===== config.mk =====
export PLATFORM = sky130hd
export DESIGN_NAME = stt_queue
export DESIGN_NICKNAME = d
export VERILOG_FILES = /design/src/stt_pkg.sv /design/src/stt_queue.sv
export SDC_FILE = /design/constraint.sdc
export NUM_CORES = 1
export LEC_CHECK = 0
export ABC_AREA = 0
export BUFFER_PORTS_ARGS = -buffer_cell sky130_fd_sc_hd__buf_2
export CELL_PAD_IN_SITES_DETAIL_PLACEMENT = 0
export CELL_PAD_IN_SITES_GLOBAL_PLACEMENT = 1
export CORE_ASPECT_RATIO = 1.2
export CORE_UTILIZATION = 23
export DETAILED_ROUTE_END_ITERATION = 8
export PLACE_DENSITY_LB_ADDON = 0.12
export RECOVER_POWER = 50
export SLEW_MARGIN = 40
export SYNTH_ARGS = -nofsm -noshare
export SYNTH_HDL_FRONTEND = slang
export SYNTH_SLANG_ARGS = --single-unit

===== constraint.sdc =====
create_clock -name aclk -period 4.5 [get_ports aclk]
set_input_delay 0.9 -clock aclk [delete_from_list [all_inputs] [get_ports aclk]]
set_output_delay 0.9 -clock aclk [all_outputs]
set_load 0.02 [all_outputs]

===== src/stt_pkg.sv =====
// Package for the scintillator timing trigger: widths, codes, event record,
// window limits and the alignment, slewing and weight tables.
// No dependencies.
`default_nettype none

package stt_pkg;

    localparam int CHANNELS_PER_SIDE = 32;
    localparam int ADC_BITS          = 10;
    localparam int AMP_DEPTH         = 1 << ADC_BITS;
    localparam int AMP_MAX           = AMP_DEPTH - 1;

    localparam int AMP_W   = 10;
    localparam int LT_W    = 16;
    localparam int SLEW_W  = 12;
    localparam int WGT_W   = 18;
    localparam int CT_W    = 19;
    localparam int PROD_W  = 38;
    localparam int SUM_W   = 48;
    localparam int WSUM_W  = 24;
    localparam int MT_W    = 18;
    localparam int T_W     = 50;
    localparam int OFS_W   = 16;
    localparam int S_DATA_W = 40;
    localparam int M_DATA_W = 24;

    localparam logic [1:0] DEC_EMPTY   = 2'd0;
    localparam logic [1:0] DEC_BB      = 2'd1;
    localparam logic [1:0] DEC_BG      = 2'd2;
    localparam logic [1:0] DEC_INVALID = 2'd3;

    localparam logic [1:0] SIDE_C = 2'd0;
    localparam logic [1:0] SIDE_A = 2'd1;

    localparam logic [1:0] CFG_TIME_OFFSET = 2'd0;
    localparam logic [1:0] CFG_SIM_MODE    = 2'd1;

    localparam logic signed [T_W-1:0] A_BB_LO = 50'sd19200;
    localparam logic signed [T_W-1:0] A_BB_HI = 50'sd21248;
    localparam logic signed [T_W-1:0] A_BG_LO = 50'sd13824;
    localparam logic signed [T_W-1:0] A_BG_HI = 50'sd14720;
    localparam logic signed [T_W-1:0] C_BB_LO = 50'sd19328;
    localparam logic signed [T_W-1:0] C_BB_HI = 50'sd20992;
    localparam logic signed [T_W-1:0] C_BG_LO = 50'sd17792;
    localparam logic signed [T_W-1:0] C_BG_HI = 50'sd18688;
    localparam logic signed [T_W-1:0] MT_POS  = 50'sd131071;
    localparam logic signed [T_W-1:0] MT_NEG  = -50'sd131072;

    typedef struct packed {
        logic signed [SUM_W-1:0] wt_sum;
        logic [WSUM_W-1:0]       w_sum;
        logic [1:0]              flag_dec;
        logic [1:0]              side;
    } evt_t;

    typedef struct packed {
        logic full;
        logic empty;
    } qstat_t;

    typedef logic signed [11:0] align_tab_t [64];
    typedef logic [SLEW_W-1:0]  slew_tab_t  [AMP_DEPTH];
    typedef logic [WGT_W-1:0]   wgt_tab_t   [AMP_DEPTH];

    localparam align_tab_t ALIGN_ROM = '{
        12'sd122, 12'sd23, 12'sd194, 12'sd53, 12'sd61, -12'sd47, 12'sd113, -12'sd72,
        12'sd67, 12'sd202, 12'sd250, 12'sd140, 12'sd127, 12'sd222, 12'sd169, 12'sd92,
        12'sd57, 12'sd136, 12'sd324, 12'sd341, 12'sd325, 12'sd453, 12'sd282, 12'sd163,
        12'sd550, 12'sd385, 12'sd408, 12'sd425, 12'sd299, 12'sd389, 12'sd378, 12'sd466,
        -12'sd497, -12'sd331, -12'sd553, -12'sd458, -12'sd796, -12'sd479, -12'sd404,
        -12'sd436, -12'sd464, -12'sd498, -12'sd648, -12'sd436, -12'sd533, -12'sd472,
        -12'sd156, -12'sd453,
        12'sd44, -12'sd15, 12'sd1, 12'sd102, 12'sd218, 12'sd68, 12'sd153, -12'sd41,
        12'sd150, 12'sd309, 12'sd237, 12'sd292, 12'sd165, 12'sd560, 12'sd432, 12'sd116
    };

    // elaboration-time math for the amplitude tables
    function automatic logic [63:0] isqrt64(input logic [63:0] x_in);
        logic [63:0] x;
        logic [63:0] r;
        logic [63:0] b;
        x = x_in;
        r = '0;
        b = 64'd1 << 62;
        while (b > x) b = b >> 2;
        while (b != 0) begin
            if (x >= r + b) begin
                x = x - (r + b);
                r = (r >> 1) + b;
            end else begin
                r = r >> 1;
            end
            b = b >> 2;
        end
        return r;
    endfunction

    function automatic logic [63:0] log2_q16(input logic [63:0] a);
        int p;
        logic [63:0] m;
        logic [63:0] frac;
        p = 0;
        frac = '0;
        while (p < 31 && (a >> (p + 1)) != 0) p++;
        m = a << (30 - p);
        for (int k = 15; k >= 0; k--) begin
            m = (m * m) >> 30;
            if (m >= (64'd2 << 30)) begin
                m = m >> 1;
                frac = frac | (64'd1 << k);
            end
        end
        return (64'(p) << 16) | frac;
    endfunction

    function automatic logic [63:0] pow_neg_q30(input logic [63:0] a, input logic [63:0] e);
        logic [63:0] roots [17];
        logic [63:0] r;
        logic [63:0] y;
        logic [63:0] n;
        logic [63:0] f;
        logic [63:0] g;
        logic [63:0] v;
        r = 64'd1 << 31;
        roots[0] = r;
        for (int k = 1; k <= 16; k++) begin
            r = isqrt64(r << 30);
            roots[k] = r;
        end
        y = (log2_q16(a) * e) >> 16;
        n = y >> 16;
        f = y & 64'hFFFF;
        if (f == 0) return (n > 30) ? 64'd0 : ((64'd1 << 30) >> n);
        if (n >= 30) return 64'd0;
        g = 64'h10000 - f;
        v = 64'd1 << 30;
        for (int k = 1; k <= 16; k++) begin
            if (g[16 - k]) v = (v * roots[k]) >> 30;
        end
        return v >> (n + 1);
    endfunction

    function automatic slew_tab_t gen_slew();
        slew_tab_t t;
        logic [63:0] v;
        t[0] = '0;
        for (int a = 1; a < AMP_DEPTH; a++) begin
            v = (64'd4028 * pow_neg_q30(64'(a), 64'd27892) + (64'd1 << 29)) >> 30;
            t[a] = v[SLEW_W-1:0];
        end
        return t;
    endfunction

    function automatic wgt_tab_t gen_wgt();
        wgt_tab_t t;
        logic [63:0] d;
        logic [63:0] num;
        logic [63:0] rem;
        logic [63:0] q;
        t[0] = '0;
        for (int a = 1; a < AMP_DEPTH; a++) begin
            d = 64'd105966765 * pow_neg_q30(64'(a), 64'd186857) + (64'd20891 << 30);
            num = (64'd1 << 62) + (d >> 1);
            rem = '0;
            q = '0;
            for (int i = 63; i >= 0; i--) begin
                rem = {rem[62:0], num[i]};
                if (rem >= d) begin
                    rem = rem - d;
                    q[i] = 1'b1;
                end
            end
            t[a] = q[WGT_W-1:0];
        end
        return t;
    endfunction

endpackage

`default_nettype wire


===== src/stt_queue.sv =====
// Two-entry event queue between the front and back parts.
// Depends on stt_pkg.
`default_nettype none

module stt_queue (
    input  wire              aclk,
    input  wire              aresetn,
    input  wire              push,
    input  stt_pkg::evt_t    push_evt,
    input  wire              pop,
    output stt_pkg::evt_t    pop_evt,
    output stt_pkg::qstat_t  stat
);
    import stt_pkg::*;

    evt_t       mem [2];
    logic       wr_ptr_reg, rd_ptr_reg;
    logic [1:0] count_reg;
    logic       do_push, do_pop;

    assign stat.full  = (count_reg == 2'd2);
    assign stat.empty = (count_reg == 2'd0);
    assign do_push    = push && !stat.full;
    assign do_pop     = pop && !stat.empty;
    assign pop_evt    = mem[rd_ptr_reg];

    always_ff @(posedge aclk) begin
        if (do_push) mem[wr_ptr_reg] <= push_evt;
    end

    always_ff @(posedge aclk) begin
        if (!aresetn) begin
            wr_ptr_reg <= 1'b0;
            rd_ptr_reg <= 1'b0;
            count_reg  <= 2'd0;
        end else begin
            if (do_push) wr_ptr_reg <= !wr_ptr_reg;
            if (do_pop)  rd_ptr_reg <= !rd_ptr_reg;
            if (do_push && !do_pop)      count_reg <= count_reg + 2'd1;
            else if (do_pop && !do_push) count_reg <= count_reg - 2'd1;
        end
    end

endmodule

`default_nettype wire


# [Word-level counts from Yosys, hierarchy flattened]
# Memory sizes are Yosys's and may differ from the RTL's. A register that Yosys moved wholly into a read port is not among the register bits.
# Index checks and enable logic that the tools add are counted.
[word_totals] out_inout_bits=78 memories=1 ff_bits=4 ram_bits=152 inputBits=80 word_cells=25
[op_classes] reduce_logical=12 muxes=6 n_eq_ne=1 n_addsub=2
[memory_table] memory="mem" words=2 width=76 read_ports=1 rd_ports_with_merged_regs=1 wr=1 line_no="stt_queue.sv:16" source="evt_t mem [2];"
[op_table] op="$logic_not 1->1" n=6
[op_table] op="$logic_and 1x1->1" n=4
[op_table] op="$mux 1" n=4
[op_table] op="$mux 2" n=2
[op_table] op="$add 2x1->2 const B" n=1
[op_table] op="$eq 2x2->1 const B" n=1
[op_table] op="$logic_not 2->1" n=1
[op_table] op="$reduce_bool 2->1" n=1
[op_table] op="$sub 2x1->2 const B" n=1

# [Logic depth before layout (Yosys ltp)]
# Gate-level depths: netlist of the first run.
[logic_depth] word_depth=7 depth_mapped=7 ltp_nobuf=7

# [Least setup slack after synthesis of the first run]
# No wires, ideal clock.
[synth_path] path_type="input -> register" from="in push" to="mem mem[0][0] in the netlist's numbering, enable pin" slack_ns=0.059 required_ns=4.002 n_path_buf=0 cell_stages=2 arrival_time_ns=3.943 setup_ns=0.498 cell_sequence="inv_1 nor3_2"
[synth_via] elab_chain_len=3
[synth_rtl] element="start, declared" line_no="stt_queue.sv:8" source="input wire push,"
[synth_rtl] element="$logic_and 1x1->1" line_no="stt_queue.sv:23" source="assign do_push = push && !stat.full;"
[synth_rtl] element="$mux 1" line_no="stt_queue.sv:28" source="if (do_push) mem[wr_ptr_reg] <= push_evt;"
[synth_rtl] element="$mux 1 (not written as such)" line_no="stt_queue.sv:28"
[synth_rtl] element="end, declared" line_no="stt_queue.sv:16"
# No other way between the ends.

# [Final worst setup path of the first run]
[layout_path] from="reg count_reg[0]" to="mem mem[1][36] in the netlist's numbering, enable pin"
[layout_via] elab_chain_len=5
[layout_rtl] element="start, declared" line_no="stt_queue.sv:18" source="logic [1:0] count_reg;"
[layout_rtl] element="start signal, assigned" line_no="stt_queue.sv:39" source="if (do_push && !do_pop) count_reg <= count_reg + 2'd1;"
[layout_rtl] element="start signal, assigned" line_no="stt_queue.sv:40" source="else if (do_pop && !do_push) count_reg <= count_reg - 2'd1;"
[layout_rtl] element="$eq 2x2->1" line_no="stt_queue.sv:21" source="assign stat.full = (count_reg == 2'd2);"
[layout_rtl] element="$logic_not 1->1" line_no="stt_queue.sv:23"
[layout_rtl] element="$logic_and 1x1->1" line_no="stt_queue.sv:23"
[layout_rtl] element="$mux 1" line_no="stt_queue.sv:28"
[layout_rtl] element="$mux 1 (not written as such)" line_no="stt_queue.sv:28"
# No other way between the ends.

==> results of run 1 <==
## where the power goes
group	leakage [nW]	switching (mW)	internal, mW
Sequential	1.46	0.101	1.84
Combinational	0.886	0.668	0.414
Clock	0.270	0.602	0.776
## worst max-delay path: cells and delay by family, from the launching register on
family                 cells  cell delay (ps)
buffers and inverters      2             1760
AND/OR/NAND/NOR            2              560
flip-flops                 1              420
## routing by layer
layer / track usage / vias to the layer above / part of all wire
li1: - / 1380 / -
met1: 0.107 / 1502 / 0.40
met2: 0.176 / 83 / 0.54
met3: 0.0316 / 9 / 0.043
met4: 0.0404 / 0 / 0.014
met5: 0 / - / 0
## area by class of cell
class                   instances  area [µm²]  share of cell area
flip-flops and latches        157        4670               0.630
multi-input cells              94         988               0.133
repair buffers                164         782               0.106
clock buffers                  19         433              0.0584
well taps                     320         400              0.0540
clock inverters                13         133              0.0179
inverters                       2        7.51             0.00101
## stage by stage
step,hold slack (ps),instances
after floorplan,483,261
after global placement,511,735
after detailed placement,544,737
after CTS,556,769
after global routing,586,769
final,544,769
## Yosys cell counts
cell                       number  area [µm²]
sky130_fd_sc_hd__o21a_1         1        7.51
sky130_fd_sc_hd__xnor2_1        2        17.5
sky130_fd_sc_hd__edfxtp_1     152        4560
sky130_fd_sc_hd__ha_1           1        12.5
sky130_fd_sc_hd__o21ai_1        1        5.00
sky130_fd_sc_hd__buf_6          4        45.0
sky130_fd_sc_hd__buf_4          1        7.51
sky130_fd_sc_hd__dfxtp_1        5         100
sky130_fd_sc_hd__xor2_1         1        8.76
sky130_fd_sc_hd__buf_2          3        15.0
sky130_fd_sc_hd__inv_1          1        3.75
sky130_fd_sc_hd__mux2_1        40         450
sky130_fd_sc_hd__and3_1         1        6.26
sky130_fd_sc_hd__nor2_1         2        7.51
sky130_fd_sc_hd__nand2b_1       1        6.26
sky130_fd_sc_hd__o21ai_0        1        5.00
sky130_fd_sc_hd__a21boi_1       1        7.51
sky130_fd_sc_hd__or3_1          1        6.26
sky130_fd_sc_hd__nor3_2         1        10.0
sky130_fd_sc_hd__and2_1         3        18.8
sky130_fd_sc_hd__inv_2          1        3.75
sky130_fd_sc_hd__mux2_2        36         405
sky130_fd_sc_hd__a21boi_0       1        7.51
## kinds of logic after synthesis
family	count (synthesis)
multiplexers	76
AO/OA/AOI/OAI	5
XOR/XNOR	3
flip-flops	157
AND/OR/NAND/NOR	9
adder cells (fa/ha/maj)	1
buffers and inverters	10
## path summary, 6_finish.rpt
check                    start           end  cells past startpoint
setup / recovery  count_reg[0]    mem[1][36]                      4
hold / removal    count_reg[1]  count_reg[1]                      2
setup reg to reg  count_reg[0]    mem[1][36]                      4
hold reg to reg   count_reg[1]  count_reg[1]                      2
==> flow_summary.rst, run 1 <==
.. list-table::
   :header-rows: 1

   * - Metric
     - Value
   * - Slowest cell delay on critical path
     - 1360 ps
   * - Antenna violations before repair
     - 0
   * - Pre-CTS setup slack
     - 1810 ps
   * - Slew at the pin closest to its max-slew limit
     - 2030 ps
   * - Unique masters post-synth
     - 23
   * - Final core occ
     - 0.306
   * - Adder and majority cell fraction of the synthesized area
     - 0.00219
   * - Unrepaired setup endpoints after global routing
     - no
   * - Global-route wire length before repair
     - 18.4 mm
   * - Number of global-route vias before repair
     - 3260
   * - Iter 0 DRT Violations
     - 120
   * - Critical setup path kind
     - reg -> reg
   * - Cell area reported after detailed placement
     - 0.00694 mm²
   * - Layout overhead on the synthesized area
     - 29.5%
   * - Clock latency reported for the late side of the worst-skew pair
     - 410 ps
   * - Final setup margin
     - 1440 ps
   * - Total die area
     - 0.0255 mm²
   * - Total via count in the routed design
     - 2974
   * - Worst EP arrival
     - 3180 ps
   * - Post-layout power
     - 4.40 mW
   * - Total CTS buffers
     - 17
   * - F_max
     - 326 MHz
   * - Data required time of the worst path
     - 4620 ps
   * - # Max-Cap Violations
     - 2
   * - Rows
     - 62
   * - Routed WL
     - 12.1 mm
   * - I/O pin cnt
     - 158
   * - Critical Path Slowest Stage Cell
     - sky130_fd_sc_hd__clkbuf_1
   * - Number of setup buffers added after CTS
     - 0
   * - Synthesized cell area
     - 0.00572 mm²
   * - Global-route usage over all layers
     - 0.0985
   * - Bufs on Longest Clock Path
     - 2
   * - Depth of the CTS H-tree
     - 4
   * - Congestion Overflow GR
     - 0
   * - Commonest non-fill, non-tap cell in the layout
     - sky130_fd_sc_hd__edfxtp_1
   * - Max FFs per register
     - 152
   * - Clock sink count
     - 157
   * - Hold buffers post-CTS
     - 0
   * - Flop-to-flop setup slack
     - 1440 ps
   * - Synthesized area per cell
     - 21.9 µm²
   * - Fraction of the mapped netlist area in compound gates
     - 0.00569
   * - Time the worst path needs with I/O delays and setup
     - 3060 ps
   * - Number of max-slew violations in the final report
     - 65
   * - Post-synthesis register bit count
     - 157
   * - Net count after synthesis
     - 342
   * - Mux share of post-synthesis cell area
     - 0.150
   * - Synth Area in Simple Gates
     - 0.00962
   * - Sequential fraction of the synthesis area
     - 0.815
   * - YS warnings
     - 0
   * - Ratio of total power to cell area
     - 594 mW/mm²
   * - Number of setup violations in the final report
     - 0
   * - Final HPWL from detailed placement
     - 7.90 mm
   * - Final net count
     - 517
   * - Clk pin slew, worst setup/hold paths
     - 60 ps
   * - Startpoint Class
     - register
   * - Violations in the final reports
     - capacitance limit, slew limit
   * - Aggregate negative setup slack
     - 0 ps
   * - Fraction of layout cells with a size suffix above 1
     - 0.423
   * - Antenna diode instance count
     - 0
   * - Final non-filler cell area
     - 0.00741 mm²
   * - Status
     - complete, but fails checks
   * - Crit path cell chain
     - nand2b_1 -> and3_1 -> clkbuf_1 -> buf_4
   * - Initial Util
     - 0.236
   * - Total count of hold-check failures in the final report
     - 0
   * - Port Buffers
     - 157
   * - Routed WL per cell
     - 15.7 µm
   * - Clock Tree Root
     - sky130_fd_sc_hd__clkbuf_16
   * - Biggest fanout along the worst timing path
     - 30
   * - Maximum vdd drop
     - 322 µV
   * - Number of fill cells in the layout
     - 2474
   * - Most frequent cells in the layout
     - sky130_fd_sc_hd__edfxtp_1 (152), sky130_fd_sc_hd__buf_2 (118), sky130_fd_sc_hd__clkbuf_1 (43)
   * - Period utilization
     - 0.681
   * - Worst-case clock skew
     - 8.72 ps
   * - Total leakage power
     - 2.62 nW
   * - Core area
     - 0.0242 mm²
   * - Main combinational cell family by area after synthesis
     - multiplexers
   * - 1st-pass router iterations
     - 3
   * - Chip Width
     - 146 µm
   * - Post-route ant nets
     - 0
   * - Max-slew headroom at the worst pin
     - -0.354
   * - Vias per cell
     - 3.87
   * - Clock tree from TritonCTS
     - done
   * - Share of the synthesized netlist area taken by xor and xnor gates
     - 0.00459
   * - DRC viols
     - 0
   * - Type of element capturing the critical path
     - register
   * - Largest net degree at the start of global routing
     - 59
   * - Overall die height
     - 175 µm
   * - Number of instances resized during post-cts repair
     - 0
   * - Routability Congestion
     - 0.658
   * - Type of the most critical hold path
     - reg -> reg
   * - Post-Synthesis Cells
     - 261
No activity file was read; power rests on OpenSTA's default activity.
==> run 2, diff against run 1 <==
==> constraint.sdc (replaced) <==
create_clock -name aclk -period 2.5 [get_ports aclk]
set_input_delay 0.5 -clock aclk [delete_from_list [all_inputs] [get_ports aclk]]
set_output_delay 0.5 -clock aclk [all_outputs]
set_load 0.02 [all_outputs]
==> flow_summary.rst, run 2 (synthesis results as in run 1) <==
.. list-table::
   :header-rows: 1

   * - Metric
     - Value
   * - Status
     - finished, final reports clean
   * - Period utilization
     - 0.895
   * - Overall die height
     - 175 µm
   * - Hold slack
     - 275 ps
   * - Seq pwr share
     - 0.418
   * - Net load switching power
     - 2.45 mW
   * - Number of setup violations in the final report
     - 0
   * - Routed WL
     - 11.7 mm
   * - Maximum vdd drop
     - 426 µV
   * - Chip Width
     - 146 µm
   * - Ratio of total power to cell area
     - 1080 mW/mm²
   * - Biggest fanout along the worst timing path
     - 76
   * - Vias per cell
     - 3.84
   * - Slew at the pin closest to its max-slew limit
     - 1230 ps
   * - Total via count in the routed design
     - 2955
   * - Switching Share
     - 0.301
   * - Final core occ
     - 0.311
   * - Worst EP arrival
     - 1740 ps
   * - # Max-Cap Violations
     - 0
   * - Total CTS buffers
     - 17
   * - Clock latency reported for the late side of the worst-skew pair
     - 410 ps
   * - Routability Congestion
     - 0.639
   * - Unrepaired setup endpoints after global routing
     - no
   * - Number of global-route vias before repair
     - 3364
   * - Time the worst path needs with I/O delays and setup
     - 2240 ps
   * - Worst-case clock skew
     - 7.58 ps
   * - Rows
     - 62
   * - Initial Util
     - 0.236
   * - Total leakage power
     - 2.69 nW
   * - Number of setup buffers added after CTS
     - 0
   * - Hold buffers post-CTS
     - 0
   * - Clock tree from TritonCTS
     - done
   * - Clk pin slew, worst setup/hold paths
     - 60 ps
   * - Fraction of layout cells with a size suffix above 1
     - 0.460
   * - Clock Power Share
     - 0.327
   * - Post-route ant nets
     - 0
   * - Startpoint Class
     - register
   * - Number of max-slew violations in the final report
     - 0
   * - Max-slew headroom at the worst pin
     - 0.181
   * - Clock Tree Root
     - sky130_fd_sc_hd__clkbuf_16
   * - Layout overhead on the synthesized area
     - 31.4%
   * - Final net count
     - 516
   * - Antenna violations before repair
     - 3
   * - Slowest cell delay on critical path
     - 390 ps
   * - Commonest non-fill, non-tap cell in the layout
     - sky130_fd_sc_hd__edfxtp_1
   * - Congestion Overflow GR
     - 0
   * - Global-route wire length before repair
     - 18.4 mm
   * - I/O pin cnt
     - 158
   * - Crit path cell chain
     - buf_12 -> mux2_1 -> buf_2
   * - Type of the most critical hold path
     - in -> reg
   * - Total count of hold-check failures in the final report
     - 0
   * - Proportion of power drawn by combinational gates
     - 0.255
   * - Depth of the CTS H-tree
     - 4
   * - Bufs on Longest Clock Path
     - 2
   * - Area of combinational cells with multiple inputs
     - 997 µm²
   * - Global-route usage over all layers
     - 0.0977
   * - Iter 0 DRT Violations
     - 108
   * - Max FFs per register
     - 152
   * - Critical setup path kind
     - reg -> out
   * - Core area
     - 0.0242 mm²
   * - Largest net degree at the start of global routing
     - 77
   * - Number of fill cells in the layout
     - 2456
   * - Clock sink count
     - 157
   * - Final HPWL from detailed placement
     - 7.37 mm
   * - Data required time of the worst path
     - 2000 ps
   * - Total die area
     - 0.0255 mm²
   * - 1st-pass router iterations
     - 4
   * - Type of element capturing the critical path
     - primary output
   * - Total internal power
     - 5.68 mW
   * - Routed WL per cell
     - 15.2 µm
   * - DRC viols
     - 0
   * - Sequential standard cell area
     - 0.00467 mm²
   * - Port Buffers
     - 157
   * - Most frequent cells in the layout
     - sky130_fd_sc_hd__edfxtp_1 (152), sky130_fd_sc_hd__buf_2 (130), sky130_fd_sc_hd__mux2_1 (40)
   * - Critical Path Slowest Stage Cell
     - sky130_fd_sc_hd__mux2_1
   * - Number of instances resized during post-cts repair
     - 0
   * - F_max
     - 447 MHz
==> run 2: worst paths after layout <==
check                                   from           end  slack [ps]  depth (start not counted)
worst max register to register  count_reg[0]    mem[0][37]         300                          4
worst max-delay path                register   pop_evt[37]         260                          3
worst min register to register  count_reg[1]  count_reg[1]         560                          2
worst min-delay path            push_evt[16]    mem[0][16]         270                          1
==> run 2: power groups by stage <==
stage | clock, mW | combinational [mW] | sequential (mW)
6_report | 2.66 | 2.07 | 3.40
5_1_grt | 2.87 | 2.25 | 3.43
4_1_cts | 2.76 | 2.19 | 3.40
3_5_place_dp | 0 | 2.18 | 3.45
3_3_place_gp | 0 | 2.17 | 3.44
2_1_floorplan | 0 | 1.44 | 3.44
==> run 2: metrics by stage <==
step / power (mW) / worst slack, ps / setup TNS (ps) / cell area, µm² / std cells
final: 8.13 / 263 / 0 / 7520 / 769
after global routing: 8.56 / 80.5 / 0 / 7510 / 768
after CTS: 8.35 / 194 / 0 / 7570 / 768
after detailed placement: 5.63 / 645 / 0 / 6960 / 736
after global placement: 5.61 / 652 / 0 / 6960 / 736
after floorplan: 4.88 / -346 / -26530 / 5740 / 261
==> run 2: worst max-delay path: cells and delay by family, from the launching register on <==
| family | cells | cell delay, ps |
|---|---|---|
| buffers and inverters | 2 | 550 |
| multiplexers | 1 | 390 |
| flip-flops | 1 | 350 |
==> run 2: metal layers <==
layer | vias up | global-route usage | routed length [µm]
li1 | 1385 | - | -
met1 | 1471 | 0.102 | 4610
met2 | 89 | 0.174 | 6160
met3 | 8 | 0.0405 | 793
met4 | 2 | 0.0365 | 134
met5 | - | 0 | 10
==> run 2: final cells by class <==
type                            count  area share
Antenna cell                        1    0.000333
Clock buffer                       17      0.0566
Clock inverter                     15      0.0245
Inverter                            2    0.000999
Multi-Input combinational cell     94       0.133
Sequential cell                   157       0.621
Tap cell                          320      0.0533
Timing Repair Buffer              163       0.111
