<file path="src/stt_pkg.sv">
// Package for the scintillator timing trigger: widths, codes, event record,
// window limits and the alignment, slewing and weight tables.
// No dependencies.
`default_nettype none

package stt_pkg;

    localparam int CHANNELS_PER_SIDE = 32;
    localparam int ADC_BITS          = 10;
    localparam int AMP_DEPTH         = 1 << ADC_BITS;
    localparam int AMP_MAX           = AMP_DEPTH - 1;

    localparam int AMP_W   = 10;
    localparam int LT_W    = 16;
    localparam int SLEW_W  = 12;
    localparam int WGT_W   = 18;
    localparam int CT_W    = 19;
    localparam int PROD_W  = 38;
    localparam int SUM_W   = 48;
    localparam int WSUM_W  = 24;
    localparam int MT_W    = 18;
    localparam int T_W     = 50;
    localparam int OFS_W   = 16;
    localparam int S_DATA_W = 40;
    localparam int M_DATA_W = 24;

    localparam logic [1:0] DEC_EMPTY   = 2'd0;
    localparam logic [1:0] DEC_BB      = 2'd1;
    localparam logic [1:0] DEC_BG      = 2'd2;
    localparam logic [1:0] DEC_INVALID = 2'd3;

    localparam logic [1:0] SIDE_C = 2'd0;
    localparam logic [1:0] SIDE_A = 2'd1;

    localparam logic [1:0] CFG_TIME_OFFSET = 2'd0;
    localparam logic [1:0] CFG_SIM_MODE    = 2'd1;

    localparam logic signed [T_W-1:0] A_BB_LO = 50'sd19200;
    localparam logic signed [T_W-1:0] A_BB_HI = 50'sd21248;
    localparam logic signed [T_W-1:0] A_BG_LO = 50'sd13824;
    localparam logic signed [T_W-1:0] A_BG_HI = 50'sd14720;
    localparam logic signed [T_W-1:0] C_BB_LO = 50'sd19328;
    localparam logic signed [T_W-1:0] C_BB_HI = 50'sd20992;
    localparam logic signed [T_W-1:0] C_BG_LO = 50'sd17792;
    localparam logic signed [T_W-1:0] C_BG_HI = 50'sd18688;
    localparam logic signed [T_W-1:0] MT_POS  = 50'sd131071;
    localparam logic signed [T_W-1:0] MT_NEG  = -50'sd131072;

    typedef struct packed {
        logic signed [SUM_W-1:0] wt_sum;
        logic [WSUM_W-1:0]       w_sum;
        logic [1:0]              flag_dec;
        logic [1:0]              side;
    } evt_t;

    typedef struct packed {
        logic full;
        logic empty;
    } qstat_t;

    typedef logic signed [11:0] align_tab_t [64];
    typedef logic [SLEW_W-1:0]  slew_tab_t  [AMP_DEPTH];
    typedef logic [WGT_W-1:0]   wgt_tab_t   [AMP_DEPTH];

    localparam align_tab_t ALIGN_ROM = '{
        12'sd122, 12'sd23, 12'sd194, 12'sd53, 12'sd61, -12'sd47, 12'sd113, -12'sd72,
        12'sd67, 12'sd202, 12'sd250, 12'sd140, 12'sd127, 12'sd222, 12'sd169, 12'sd92,
        12'sd57, 12'sd136, 12'sd324, 12'sd341, 12'sd325, 12'sd453, 12'sd282, 12'sd163,
        12'sd550, 12'sd385, 12'sd408, 12'sd425, 12'sd299, 12'sd389, 12'sd378, 12'sd466,
        -12'sd497, -12'sd331, -12'sd553, -12'sd458, -12'sd796, -12'sd479, -12'sd404,
        -12'sd436, -12'sd464, -12'sd498, -12'sd648, -12'sd436, -12'sd533, -12'sd472,
        -12'sd156, -12'sd453,
        12'sd44, -12'sd15, 12'sd1, 12'sd102, 12'sd218, 12'sd68, 12'sd153, -12'sd41,
        12'sd150, 12'sd309, 12'sd237, 12'sd292, 12'sd165, 12'sd560, 12'sd432, 12'sd116
    };

    // elaboration-time math for the amplitude tables
    function automatic logic [63:0] isqrt64(input logic [63:0] x_in);
        logic [63:0] x;
        logic [63:0] r;
        logic [63:0] b;
        x = x_in;
        r = '0;
        b = 64'd1 << 62;
        while (b > x) b = b >> 2;
        while (b != 0) begin
            if (x >= r + b) begin
                x = x - (r + b);
                r = (r >> 1) + b;
            end else begin
                r = r >> 1;
            end
            b = b >> 2;
        end
        return r;
    endfunction

    function automatic logic [63:0] log2_q16(input logic [63:0] a);
        int p;
        logic [63:0] m;
        logic [63:0] frac;
        p = 0;
        frac = '0;
        while (p < 31 && (a >> (p + 1)) != 0) p++;
        m = a << (30 - p);
        for (int k = 15; k >= 0; k--) begin
            m = (m * m) >> 30;
            if (m >= (64'd2 << 30)) begin
                m = m >> 1;
                frac = frac | (64'd1 << k);
            end
        end
        return (64'(p) << 16) | frac;
    endfunction

    function automatic logic [63:0] pow_neg_q30(input logic [63:0] a, input logic [63:0] e);
        logic [63:0] roots [17];
        logic [63:0] r;
        logic [63:0] y;
        logic [63:0] n;
        logic [63:0] f;
        logic [63:0] g;
        logic [63:0] v;
        r = 64'd1 << 31;
        roots[0] = r;
        for (int k = 1; k <= 16; k++) begin
            r = isqrt64(r << 30);
            roots[k] = r;
        end
        y = (log2_q16(a) * e) >> 16;
        n = y >> 16;
        f = y & 64'hFFFF;
        if (f == 0) return (n > 30) ? 64'd0 : ((64'd1 << 30) >> n);
        if (n >= 30) return 64'd0;
        g = 64'h10000 - f;
        v = 64'd1 << 30;
        for (int k = 1; k <= 16; k++) begin
            if (g[16 - k]) v = (v * roots[k]) >> 30;
        end
        return v >> (n + 1);
    endfunction

    function automatic slew_tab_t gen_slew();
        slew_tab_t t;
        logic [63:0] v;
        t[0] = '0;
        for (int a = 1; a < AMP_DEPTH; a++) begin
            v = (64'd4028 * pow_neg_q30(64'(a), 64'd27892) + (64'd1 << 29)) >> 30;
            t[a] = v[SLEW_W-1:0];
        end
        return t;
    endfunction

    function automatic wgt_tab_t gen_wgt();
        wgt_tab_t t;
        logic [63:0] d;
        logic [63:0] num;
        logic [63:0] rem;
        logic [63:0] q;
        t[0] = '0;
        for (int a = 1; a < AMP_DEPTH; a++) begin
            d = 64'd105966765 * pow_neg_q30(64'(a), 64'd186857) + (64'd20891 << 30);
            num = (64'd1 << 62) + (d >> 1);
            rem = '0;
            q = '0;
            for (int i = 63; i >= 0; i--) begin
                rem = {rem[62:0], num[i]};
                if (rem >= d) begin
                    rem = rem - d;
                    q[i] = 1'b1;
                end
            end
            t[a] = q[WGT_W-1:0];
        end
        return t;
    endfunction

endpackage

`default_nettype wire

</file>
<file path="src/stt_back.sv">
// Back part: divides the event sums bit by bit, adds the offset, checks the
// side windows, or uses the flags in sim mode, and holds the result request
// for the output channel. Depends on stt_pkg.
`default_nettype none

module stt_back (
    input  wire                                aclk,
    input  wire                                aresetn,
    input  stt_pkg::evt_t                      q_evt,
    input  stt_pkg::qstat_t                    q_stat,
    output logic                               q_pop,
    input  wire  signed [stt_pkg::OFS_W-1:0]   time_offset,
    input  wire                                sim_mode,
    output logic                               m_tvalid,
    input  wire                                m_tready,
    output logic [stt_pkg::M_DATA_W-1:0]       m_tdata
);
    import stt_pkg::*;

    typedef enum logic [2:0] {
        ST_IDLE = 3'b001,
        ST_DIV  = 3'b010,
        ST_FIN  = 3'b100
    } state_t;

    state_t                state_reg, state_next;
    logic [SUM_W-1:0]      num_reg;
    logic [WSUM_W:0]       rem_reg;
    logic [WSUM_W-1:0]     div_reg;
    logic [5:0]            cnt_reg;
    logic                  neg_reg;
    logic [1:0]            side_reg, fdec_reg;
    logic                  out_v_reg;
    logic [M_DATA_W-1:0]   out_reg;

    logic [SUM_W-1:0]      mag;
    logic [WSUM_W:0]       rem_s;
    logic                  q_bit;
    logic signed [T_W-1:0] qs, t, t_out;
    logic [1:0]            dec;
    logic                  out_free;

    assign m_tvalid = out_v_reg;
    assign m_tdata  = out_reg;
    assign out_free = !out_v_reg || m_tready;
    assign q_pop    = (state_reg == ST_IDLE) && !q_stat.empty;
    assign mag      = q_evt.wt_sum[SUM_W-1] ? SUM_W'(-q_evt.wt_sum) : SUM_W'(q_evt.wt_sum);
    assign rem_s    = {rem_reg[WSUM_W-1:0], num_reg[SUM_W-1]};
    assign q_bit    = rem_s >= {1'b0, div_reg};

    always_comb begin
        qs = T_W'({2'b00, num_reg});
        t  = (neg_reg ? -qs : qs) + T_W'(time_offset);
        t_out = t;
        if (sim_mode) begin
            dec = (side_reg <= SIDE_A) ? fdec_reg : DEC_EMPTY;
        end else if (side_reg > SIDE_A) begin
            dec   = DEC_INVALID;
            t_out = '0;
        end else if (side_reg == SIDE_A) begin
            if (t > A_BB_LO && t < A_BB_HI)      dec = DEC_BB;
            else if (t > A_BG_LO && t < A_BG_HI) dec = DEC_BG;
            else                                 dec = DEC_EMPTY;
        end else begin
            if (t > C_BB_LO && t < C_BB_HI)      dec = DEC_BB;
            else if (t > C_BG_LO && t < C_BG_HI) dec = DEC_BG;
            else                                 dec = DEC_EMPTY;
        end
        if (t_out > MT_POS)      t_out = MT_POS;
        else if (t_out < MT_NEG) t_out = MT_NEG;
    end

    always_comb begin
        state_next = state_reg;
        unique case (state_reg)
            ST_IDLE: begin
                if (!q_stat.empty) state_next = (q_evt.w_sum == '0) ? ST_FIN : ST_DIV;
            end
            ST_DIV: begin
                if (cnt_reg == 6'(SUM_W - 1)) state_next = ST_FIN;
            end
            ST_FIN: begin
                if (out_free) state_next = ST_IDLE;
            end
            default: state_next = ST_IDLE;
        endcase
    end

    always_ff @(posedge aclk) begin
        unique case (state_reg)
            ST_IDLE: begin
                neg_reg  <= q_evt.wt_sum[SUM_W-1];
                side_reg <= q_evt.side;
                fdec_reg <= q_evt.flag_dec;
                div_reg  <= q_evt.w_sum;
                rem_reg  <= '0;
                cnt_reg  <= '0;
                num_reg  <= (q_evt.w_sum == '0) ? '0
                          : mag + SUM_W'(q_evt.w_sum >> 1);
            end
            ST_DIV: begin
                rem_reg <= q_bit ? rem_s - {1'b0, div_reg} : rem_s;
                num_reg <= {num_reg[SUM_W-2:0], q_bit};
                cnt_reg <= cnt_reg + 6'd1;
            end
            ST_FIN: begin
                if (out_free) out_reg <= {4'b0000, t_out[MT_W-1:0], dec};
            end
            default: ;
        endcase
    end

    always_ff @(posedge aclk) begin
        if (!aresetn) begin
            state_reg <= ST_IDLE;
            out_v_reg <= 1'b0;
        end else begin
            state_reg <= state_next;
            if (state_reg == ST_FIN && out_free) out_v_reg <= 1'b1;
            else if (m_tready)                   out_v_reg <= 1'b0;
        end
    end

endmodule

`default_nettype wire

</file>
<file path="config.mk">
export PLATFORM = sky130hd
export DESIGN_NAME = stt_back
export DESIGN_NICKNAME = d
export VERILOG_FILES = /design/src/stt_pkg.sv /design/src/stt_back.sv
export SDC_FILE = /design/constraint.sdc
export NUM_CORES = 1
export LEC_CHECK = 0
export ABC_AREA = 1
export ABC_CLOCK_PERIOD_IN_PS = 7000
export BUFFER_PORTS_ARGS = -buffer_cell sky130_fd_sc_hd__clkbuf_2
export CAP_MARGIN = 20
export CORE_ASPECT_RATIO = 1.5
export CORE_UTILIZATION = 60
export CTS_CLUSTER_SIZE = 20
export DETAILED_ROUTE_END_ITERATION = 6
export GPL_TIMING_DRIVEN = 0
export PLACE_DENSITY = 0.77
export SYNTH_ARGS = -nofsm -noshare
export SYNTH_HDL_FRONTEND = slang
export SYNTH_SLANG_ARGS = --single-unit
</file>
<file path="constraint.sdc">
create_clock -name aclk -period 7 [get_ports aclk]
set_input_delay 0.35 -clock aclk [delete_from_list [all_inputs] [get_ports aclk]]
set_output_delay 0.35 -clock aclk [all_outputs]
set_load 0.005 [all_outputs]
</file>
# Word level (Yosys, flattened, before mapping)
# Index checks and enable logic that the tools add are counted.
# totals
regBits	131
input_bits	98
out_inout_bits	26
elab_cells	77
# classes
add_sub_neg	6
order_cmp	13
n_eq_ne	8
n_mux	25
reduce_logical	14
# op_table
cell	count
50-bit by 16-bit > comparator with 1-bit output, second input constant	3
50-bit by 16-bit < comparator with 1-bit output, second input constant	3
50-bit two-way mux	3
48-bit two-way mux	2
48-bit one-hot mux with 2 select lines	1
50-bit by 16-bit adder with 50-bit output	1
50-bit by 15-bit > comparator with 1-bit output, second input constant	1
50-bit by 18-bit > comparator with 1-bit output, second input constant	1
50-bit by 15-bit < comparator with 1-bit output, second input constant	1
50-bit by 18-bit < comparator with 1-bit output, second input constant	1
48-bit negator with 50-bit output	1
48-bit by 23-bit adder with 48-bit output	1
48-bit negator	1
24-bit one-hot mux with 2 select lines	1
25-bit by 24-bit >= comparator with 1-bit output	1
24-bit logical NOT	1
24-bit two-way mux	1
24-bit subtractor	1
18-bit two-way mux	1
2-bit two-way mux	8
3-bit two-way mux	4
6-bit one-hot mux with 2 select lines	1
3-bit one-hot mux with 3 select lines	1
6-bit by 1-bit adder with 6-bit output, second input constant	1
15 further kinds	25

# Logic depth before layout (Yosys ltp)
# Gate-level depths: netlist of run 1.
# logic_depth
depth_word	10
ltp_mapped	37

# Worst setup path before layout of run 1
# Ideal clock, no wire load.
# synth_timing
path_kind	register to register
startpoint	register state_reg[0]
endpoint	register state_reg[2]
arrival_time_ps	5065
setup_slack_ps	1879
path_stages_with_launch	9
cell_sequence	dfxtp_1 inv_1 nor3_1 inv_1 nand2_1 inv_1 nor4_1 o21ai_0 inv_1
# synth_between
elab_chain_len	3
# synth_lines
element	line_no	text
start: declaration	stt_back.sv:26	state_t state_reg, state_next;
start signal: assignment	stt_back.sv:118	state_reg <= state_next;
3-bit by 2-bit == test with 1-bit output (tied with other cells)	stt_back.sv:75	unique case (state_reg)
2-bit inequality test (no source line)	n/a	
3-bit AND reduction (no source line)	n/a	
# Several ways; a longest one is shown, not always the timed one.
# A chain may end at the register's enable or synchronous reset.

# Final worst setup path of run 1
# layout_timing
startpoint	register num_reg[0]
endpoint	register out_reg[0] (netlist: m_tdata[0]) (data pin)
# layout_between
elab_chain_len	9
# layout_lines
element	line_no	text
start: declaration	stt_back.sv:27	logic [SUM_W-1:0] num_reg;
start signal: assignment	stt_back.sv:98	num_reg <= (q_evt.w_sum == '0) ? '0
start signal: assignment	stt_back.sv:103	num_reg <= {num_reg[SUM_W-2:0], q_bit};
48-bit negator with 50-bit output	stt_back.sv:53	t = (neg_reg ? -qs : qs) + T_W'(time_offset);
50-bit two-way mux (*)	stt_back.sv:53	
50-bit by 16-bit adder with 50-bit output (*)	stt_back.sv:53	
50-bit by 16-bit > comparator with 1-bit output (tied with other cells)	stt_back.sv:65	if (t > C_BB_LO && t < C_BB_HI) dec = DEC_BB;
1-bit logical AND (on tied branches)	stt_back.sv:65, stt_back.sv:61	
2-bit two-way mux (on tied branches)	stt_back.sv:65, stt_back.sv:61	
2-bit two-way mux (*)	stt_back.sv:60	end else if (side_reg == SIDE_A) begin
2-bit two-way mux (*)	stt_back.sv:57	end else if (side_reg > SIDE_A) begin
2-bit two-way mux (*)	stt_back.sv:55	if (sim_mode) begin
named net dec[0]	stt_back.sv:40	logic [1:0] dec;
end signal: assignment	stt_back.sv:107	if (out_free) out_reg <= {4'b0000, t_out[MT_W-1:0], dec};
end: declaration	stt_back.sv:34	logic [M_DATA_W-1:0] out_reg;
# Mark *: on every way through the listed nets, which the timed path passes. The rest lies on a longest branch.

==> results of run 1 <==
-- layout by cell type, fill, tap and decap left out, types with 5 or more instances in the layout --
cell type	instances
nand2_1	812
inv_1	433
nor2_1	287
nand3_1	163
a21oi_1	148
edfxtp_1	127
clkbuf_2	118
o21ai_0	110
ha_1	101
xor2_1	84
nor3_1	47
nand4_1	41
xnor2_1	41
inv_2	29
nor2_2	27
nor4_1	25
clkbuf_1	23
nand2_2	20
o22ai_1	20
o21ai_1	18
clkbuf_16	17
a31oi_1	16
nand3_2	11
clkinv_1	8
nor2_4	8
o21bai_1	8
nor3_2	6
xor2_2	6
nand3b_1	6
o31ai_1	5
o21ai_2	5
buf_6	5
buf_4	5
-- power groups by stage --
stage          registers, mW  logic, mW  clock network (mW)
3_3_place_gp            1.16       3.11                   0
4_1_cts                 1.13       3.21               0.951
6_report                1.14       3.30               0.956
2_1_floorplan           1.13       2.34                   0
3_5_place_dp            1.15       3.19                   0
5_1_grt                 1.15       3.65               0.987
-- area by class of cell --
type	instances	area (µm²)
clock buffers	20	456.7
fillers	2500	8886
multi-input cells	2056	10800
plain buffers	34	172.7
repair buffers	121	640.6
flip-flops and latches	131	3894
clock inverters	12	170.2
inverters	471	1769
well taps	342	427.9
-- synthesized netlist by cell type, drive strengths merged, types with 4 or more instances --
| cell | count |
|---|---|
| a31oi | 16 |
| nand3b | 6 |
| a21oi | 149 |
| nor2 | 322 |
| nand4 | 42 |
| o21bai | 8 |
| buf | 12 |
| nand2 | 834 |
| nor4 | 25 |
| inv | 462 |
| o21ai | 133 |
| nor3 | 54 |
| clkbuf | 22 |
| xor2 | 91 |
| xnor2 | 41 |
| clkinv | 9 |
| ha | 101 |
| dfxtp | 4 |
| o22ai | 20 |
| nand3 | 177 |
| o31ai | 5 |
| edfxtp | 127 |
-- worst max-delay path: cells and delay by family (launching register included) --
kind	cells	cell delay (ns)
buffers and inverters	5	0.46
flip-flops	1	0.47
XOR/XNOR	1	0.18
adder cells (fa/ha/maj)	2	0.53
AND/OR/NAND/NOR	23	4.10
AO/OA/AOI/OAI	2	0.25
-- cell families after synthesis --
| group | share of synthesized area [%] |
|---|---|
| AND/OR/NAND/NOR | 38.13 |
| buffers and inverters | 11.69 |
| AO/OA/AOI/OAI | 11.39 |
| XOR/XNOR | 7.345 |
| flip-flops | 23.44 |
| adder cells (fa/ha/maj) | 7.970 |
| other | 0.02258 |
-- final timing paths --
kind,start,end,slack (ns),cells after the start
max,num_reg[0]$_DFFE_PN_,m_tdata[0]$_DFFE_PP_,0.75,33
min,q_evt[2],fdec_reg[0]$_DFFE_PN_,0.08,1
max reg2reg,num_reg[0]$_DFFE_PN_,m_tdata[0]$_DFFE_PP_,0.75,33
min reg2reg,fdec_reg[0]$_DFFE_PN_,m_tdata[0]$_DFFE_PP_,0.59,2
-- metal layers --
layer  vias up  GRT usage, %  routed length [µm]
met5         -             0                   0
met4         0         29.00                4293
met3       209         5.149                2875
met2       756         69.27               27080
met1      8083         40.33               19560
li1       8946             -                   -
==> run summary, run 1 <==
Final Non-Filler Cells = 3187
Die X = 137.8 µm
CTS Buffer Depth = 2
setup violators final = 0
CP arrival = 6.44 ns
Post-DRT Antenna Nets = 0
Max Cap Viol = 0
global placement routability congestion = 1.022
final slew viol count = 0
Post-CTS Resized = 0
Max FO, Critical Path = 5
Final Critical Period = 6.251 ns
Root Driver = clkbuf_16
power per cell area = 294.4 nW/µm²
post-CTS setup buffers = 0
Hold Slack = 0.08035 ns
top cells by area, synth = edfxtp_1 23%, nand2_1 18%, inv_1 9.8%
Setup crit end kind = flip-flop
final net count = 3034
outcome = finished with violations
RSZ-0062 raised after global routing = false
starting density of the core = 61.01%
final period utilization = 89.29%
detail-routed via count per cell = 5.646
Max rail drop VDD = 205.4 µV
post-synth top area cell = edfxtp_1
Area growth syn-to-layout = 10.40%
share of the yosys chip area belonging to registers = 23.44%
clk_lat worst skew = 0.45 ns
Synth cell types = 58
top cell type's share of synthesized area = 22.96%
Pre-Repair DR Iteration Count = 7
Syn Area/Cell = 6.176 µm²
layout cells sized above 1 = 10.09%
Seq cells post-synth = 131
grt ovf = 0
Worst slew margin = 33.75%
CP max-delay cell = edfxtp_1
post-route setup slack = 0.7495 ns
Hold Violations, Final = 0
CTS sink count = 131
CP most frequent cell = nand2_1
CTS tree = yes
Leak = 9.202 nW
antenna violations before repair = 0
row cnt = 74
gr usage total = 38.68%
CTS buffer count = 17
# port buffers = 118
CTS H-tree lvls = 4
Core ar. = 27220 µm²
slowest cell delay on critical path = 0.47 ns
residual DRC count = 1
ys flop type = edfxtp_1
Hold Crit Class = primary input to flip-flop
max reg flops = 48
Die ar. = 28360 µm²
Cells after Synth = 2689
ys async rst share = 0%
cts hold-fix bufs = 0
switching fraction of total power = 51.23%
placed instance area = 17710 µm²
post-layout util = 67.36%
Slew @ Worst Pin = 0.9884 ns
Die Y = 205.8 µm
clock group share of total power = 17.7%
WL/cell = 16.88 µm
I/O Pins = 124
Worst EP required = 7.19 ns
NetSw = 2.766 mW
number of flops mapped to enable cells by yosys = 127
Antenna Cells = 0
via count = 17990
Clock transition at path regs = 0.06 ns
Total Neg Setup Slack = 0 ns
Fmax achieved = 0.1600 GHz
fin area = 18340 µm²
internal power = 2.632 mW
largest net degree at the start of global routing = 68
global-route wire length before repair = 83.54 mm
final wirelength = 53.81 mm
Seq pwr share = 21.1%
pre-CTS WS = 0.9242 ns
WS Path Type = flip-flop to flip-flop
number of global-route vias before repair = 16850
failing checks = DRC
mapped cell area = 16610 µm²
Cells after DPL = 3155
final HPWL from detailed placement = 44.51 mm
Clock Skew = 0.01523 ns
Ys Warns = 0
Startpoint Class = flip-flop
total power = 5.398 mW
Comb pwr share = 61.2%
initial DRC count = 1392
Power figures use the tool's default switching activity.
==> run 2: changes to the inputs <==
Settings changed: CTS_BUF_LIST set to sky130_fd_sc_hd__clkbuf_4 sky130_fd_sc_hd__clkbuf_8, GPL_TIMING_DRIVEN 0 to 1.
==> run summary, run 2 (synthesized netlist as in run 1, its figures left out) <==
outcome = finished clean
Hold Crit Class = primary input to flip-flop
Die Y = 205.8 µm
grt ovf = 0
clk_lat worst skew = 0.49 ns
row cnt = 74
Die X = 137.8 µm
slowest cell delay on critical path = 0.47 ns
Area growth syn-to-layout = 8.264%
Clock transition at path regs = 0.08 ns
final wirelength = 51.10 mm
post-CTS setup buffers = 0
residual DRC count = 0
Final Critical Period = 6.233 ns
hold path depth = 1
CP arrival = 6.59 ns
global placement routability congestion = 1.008
final period utilization = 89.05%
RSZ-0062 raised after global routing = false
gr usage total = 37.20%
Pre-Repair DR Iteration Count = 6
Layout fillers = 2572
I/O Pins = 124
commonest non-fill, non-tap cell in the layout = nand2_1
Hold Violations, Final = 0
CP max-delay cell = edfxtp_1
Startpoint Class = flip-flop
final HPWL from detailed placement = 42.31 mm
Die ar. = 28360 µm²
FF-to-FF setup slack = 0.77 ns
Total Neg Setup Slack = 0 ns
Max rail drop VDD = 218.6 µV
Post-CTS Resized = 0
setup violators final = 0
internal power = 2.416 mW
CTS H-tree lvls = 4
most frequent cells in the layout = 812 x nand2_1, 433 x inv_1, 288 x nor2_1
largest net degree at the start of global routing = 80
switching fraction of total power = 52.57%
Leak = 9.049 nW
Hold Startpoint = q_evt[0]
Worst slew margin = 31.87%
cts hold-fix bufs = 0
NetSw = 2.678 mW
Clock Skew = 0.01598 ns
reg2reg end = m_tdata[10]$_SDFFCE_PN1P_
CP most frequent cell = nand2_1
starting density of the core = 61.01%
Reg2Reg Depth = 31
Slew @ Worst Pin = 1.022 ns
WL/cell = 16.18 µm
reg2reg start = num_reg[0]$_DFFE_PN_
CTS buffer count = 17
layout cells sized above 1 = 9.908%
CTS tree = yes
WHS Endpoint = side_reg[0]$_DFFE_PN_
Max Cap Viol = 0
Hold Slack = 0.03231 ns
initial DRC count = 1193
clock group share of total power = 14.2%
via count = 17690
Seq pwr share = 22.4%
total power = 5.095 mW
Worst EP required = 7.35 ns
Fmax achieved = 0.1604 GHz
final net count = 3005
Post-DRT Antenna Nets = 0
WS Path Type = flip-flop to flip-flop
CTS sink count = 131
Setup crit end kind = flip-flop
final slew viol count = 0
Root Driver = clkbuf_8
Core ar. = 27220 µm²
Max FO, Critical Path = 17
detail-routed via count per cell = 5.602
Comb pwr share = 63.4%
CTS Buffer Depth = 2
# port buffers = 118
antenna violations before repair = 0
Antenna Cells = 0
max reg flops = 48
global-route wire length before repair = 80.93 mm
number of global-route vias before repair = 16770
power per cell area = 283.3 nW/µm²
run 2: cell count changes in the layout (fill, tap and decap cells not counted), sizes merged:
cell	previous run	this run
bufinv	3	4
inv	467	466
clkinv	12	15
buf	15	8
clkbuf	160	135
run 2: worst max-delay path by stage:
stage	slack (ns)	start	cells after the start	endpoint
2_1_floorplan	1.88	state_reg[0]$_SDFFE_PN1P_	8	state_reg[2]$_SDFFE_PN0P_
3_3_place_gp	1.07	num_reg[0]$_DFFE_PN_	32	m_tdata[1]$_DFFE_PP_
3_5_place_dp	0.94	num_reg[0]$_DFFE_PN_	32	m_tdata[1]$_DFFE_PP_
4_1_cts	0.92	num_reg[0]$_DFFE_PN_	32	m_tdata[1]$_DFFE_PP_
5_1_grt	0.18	num_reg[0]$_DFFE_PN_	32	m_tdata[1]$_DFFE_PP_
6_report	0.77	num_reg[0]$_DFFE_PN_	31	m_tdata[10]$_SDFFCE_PN1P_
run 2: cell type report:
class	count	area [µm²]	area share, %
Clock buffer	17	234.0	1.301
Clock inverter	15	203.9	1.134
Inverter	471	1769	9.839
Multi-Input combinational cell	2056	10800	60.07
Sequential cell	131	3894	21.65
Tap cell	342	427.9	2.380
Timing Repair Buffer	126	650.6	3.618
run 2: stage by stage:
step                      util, %  cells  cell area, µm²  worst slack, ns
after detailed placement    64.45   3126           17540           0.9442
after global routing        66.06   3158           17980           0.1807
final                       66.06   3158           17980           0.7668
after floorplan                 -   2692           16620            1.879
after global placement      64.45   3126           17540            1.067
after CTS                   66.06   3158           17980           0.9228
run 2: routing by layer:
| metal | vias up | wire [µm] | track usage [%] |
|---|---|---|---|
| met5 | - | 0 | 0 |
| met4 | 0 | 3871 | 26.36 |
| met3 | 192 | 2531 | 5.420 |
| met2 | 609 | 25510 | 66.20 |
| met1 | 7984 | 19190 | 39.47 |
| li1 | 8905 | - | - |
run 2: critical path, delay by kind of cell (launching register included):
kind	cells	cell delay (ns)
AOI/OAI and AO/OA	1	0.11
xor gates and xnor gates	1	0.17
adders and majority gates	2	0.55
buffers and inverters	4	0.35
DFF	1	0.47
and+or+nand+nor	23	4.43
run 2: power by group through the flow:
| stage | combinational (mW) | clock (mW) | sequential (mW) |
|---|---|---|---|
| 3_3_place_gp | 3.07 | 0 | 1.15 |
| 4_1_cts | 3.16 | 0.724 | 1.14 |
| 5_1_grt | 3.59 | 0.751 | 1.16 |
| 6_report | 3.23 | 0.723 | 1.14 |
| 2_1_floorplan | 2.34 | 0 | 1.13 |
| 3_5_place_dp | 3.14 | 0 | 1.16 |
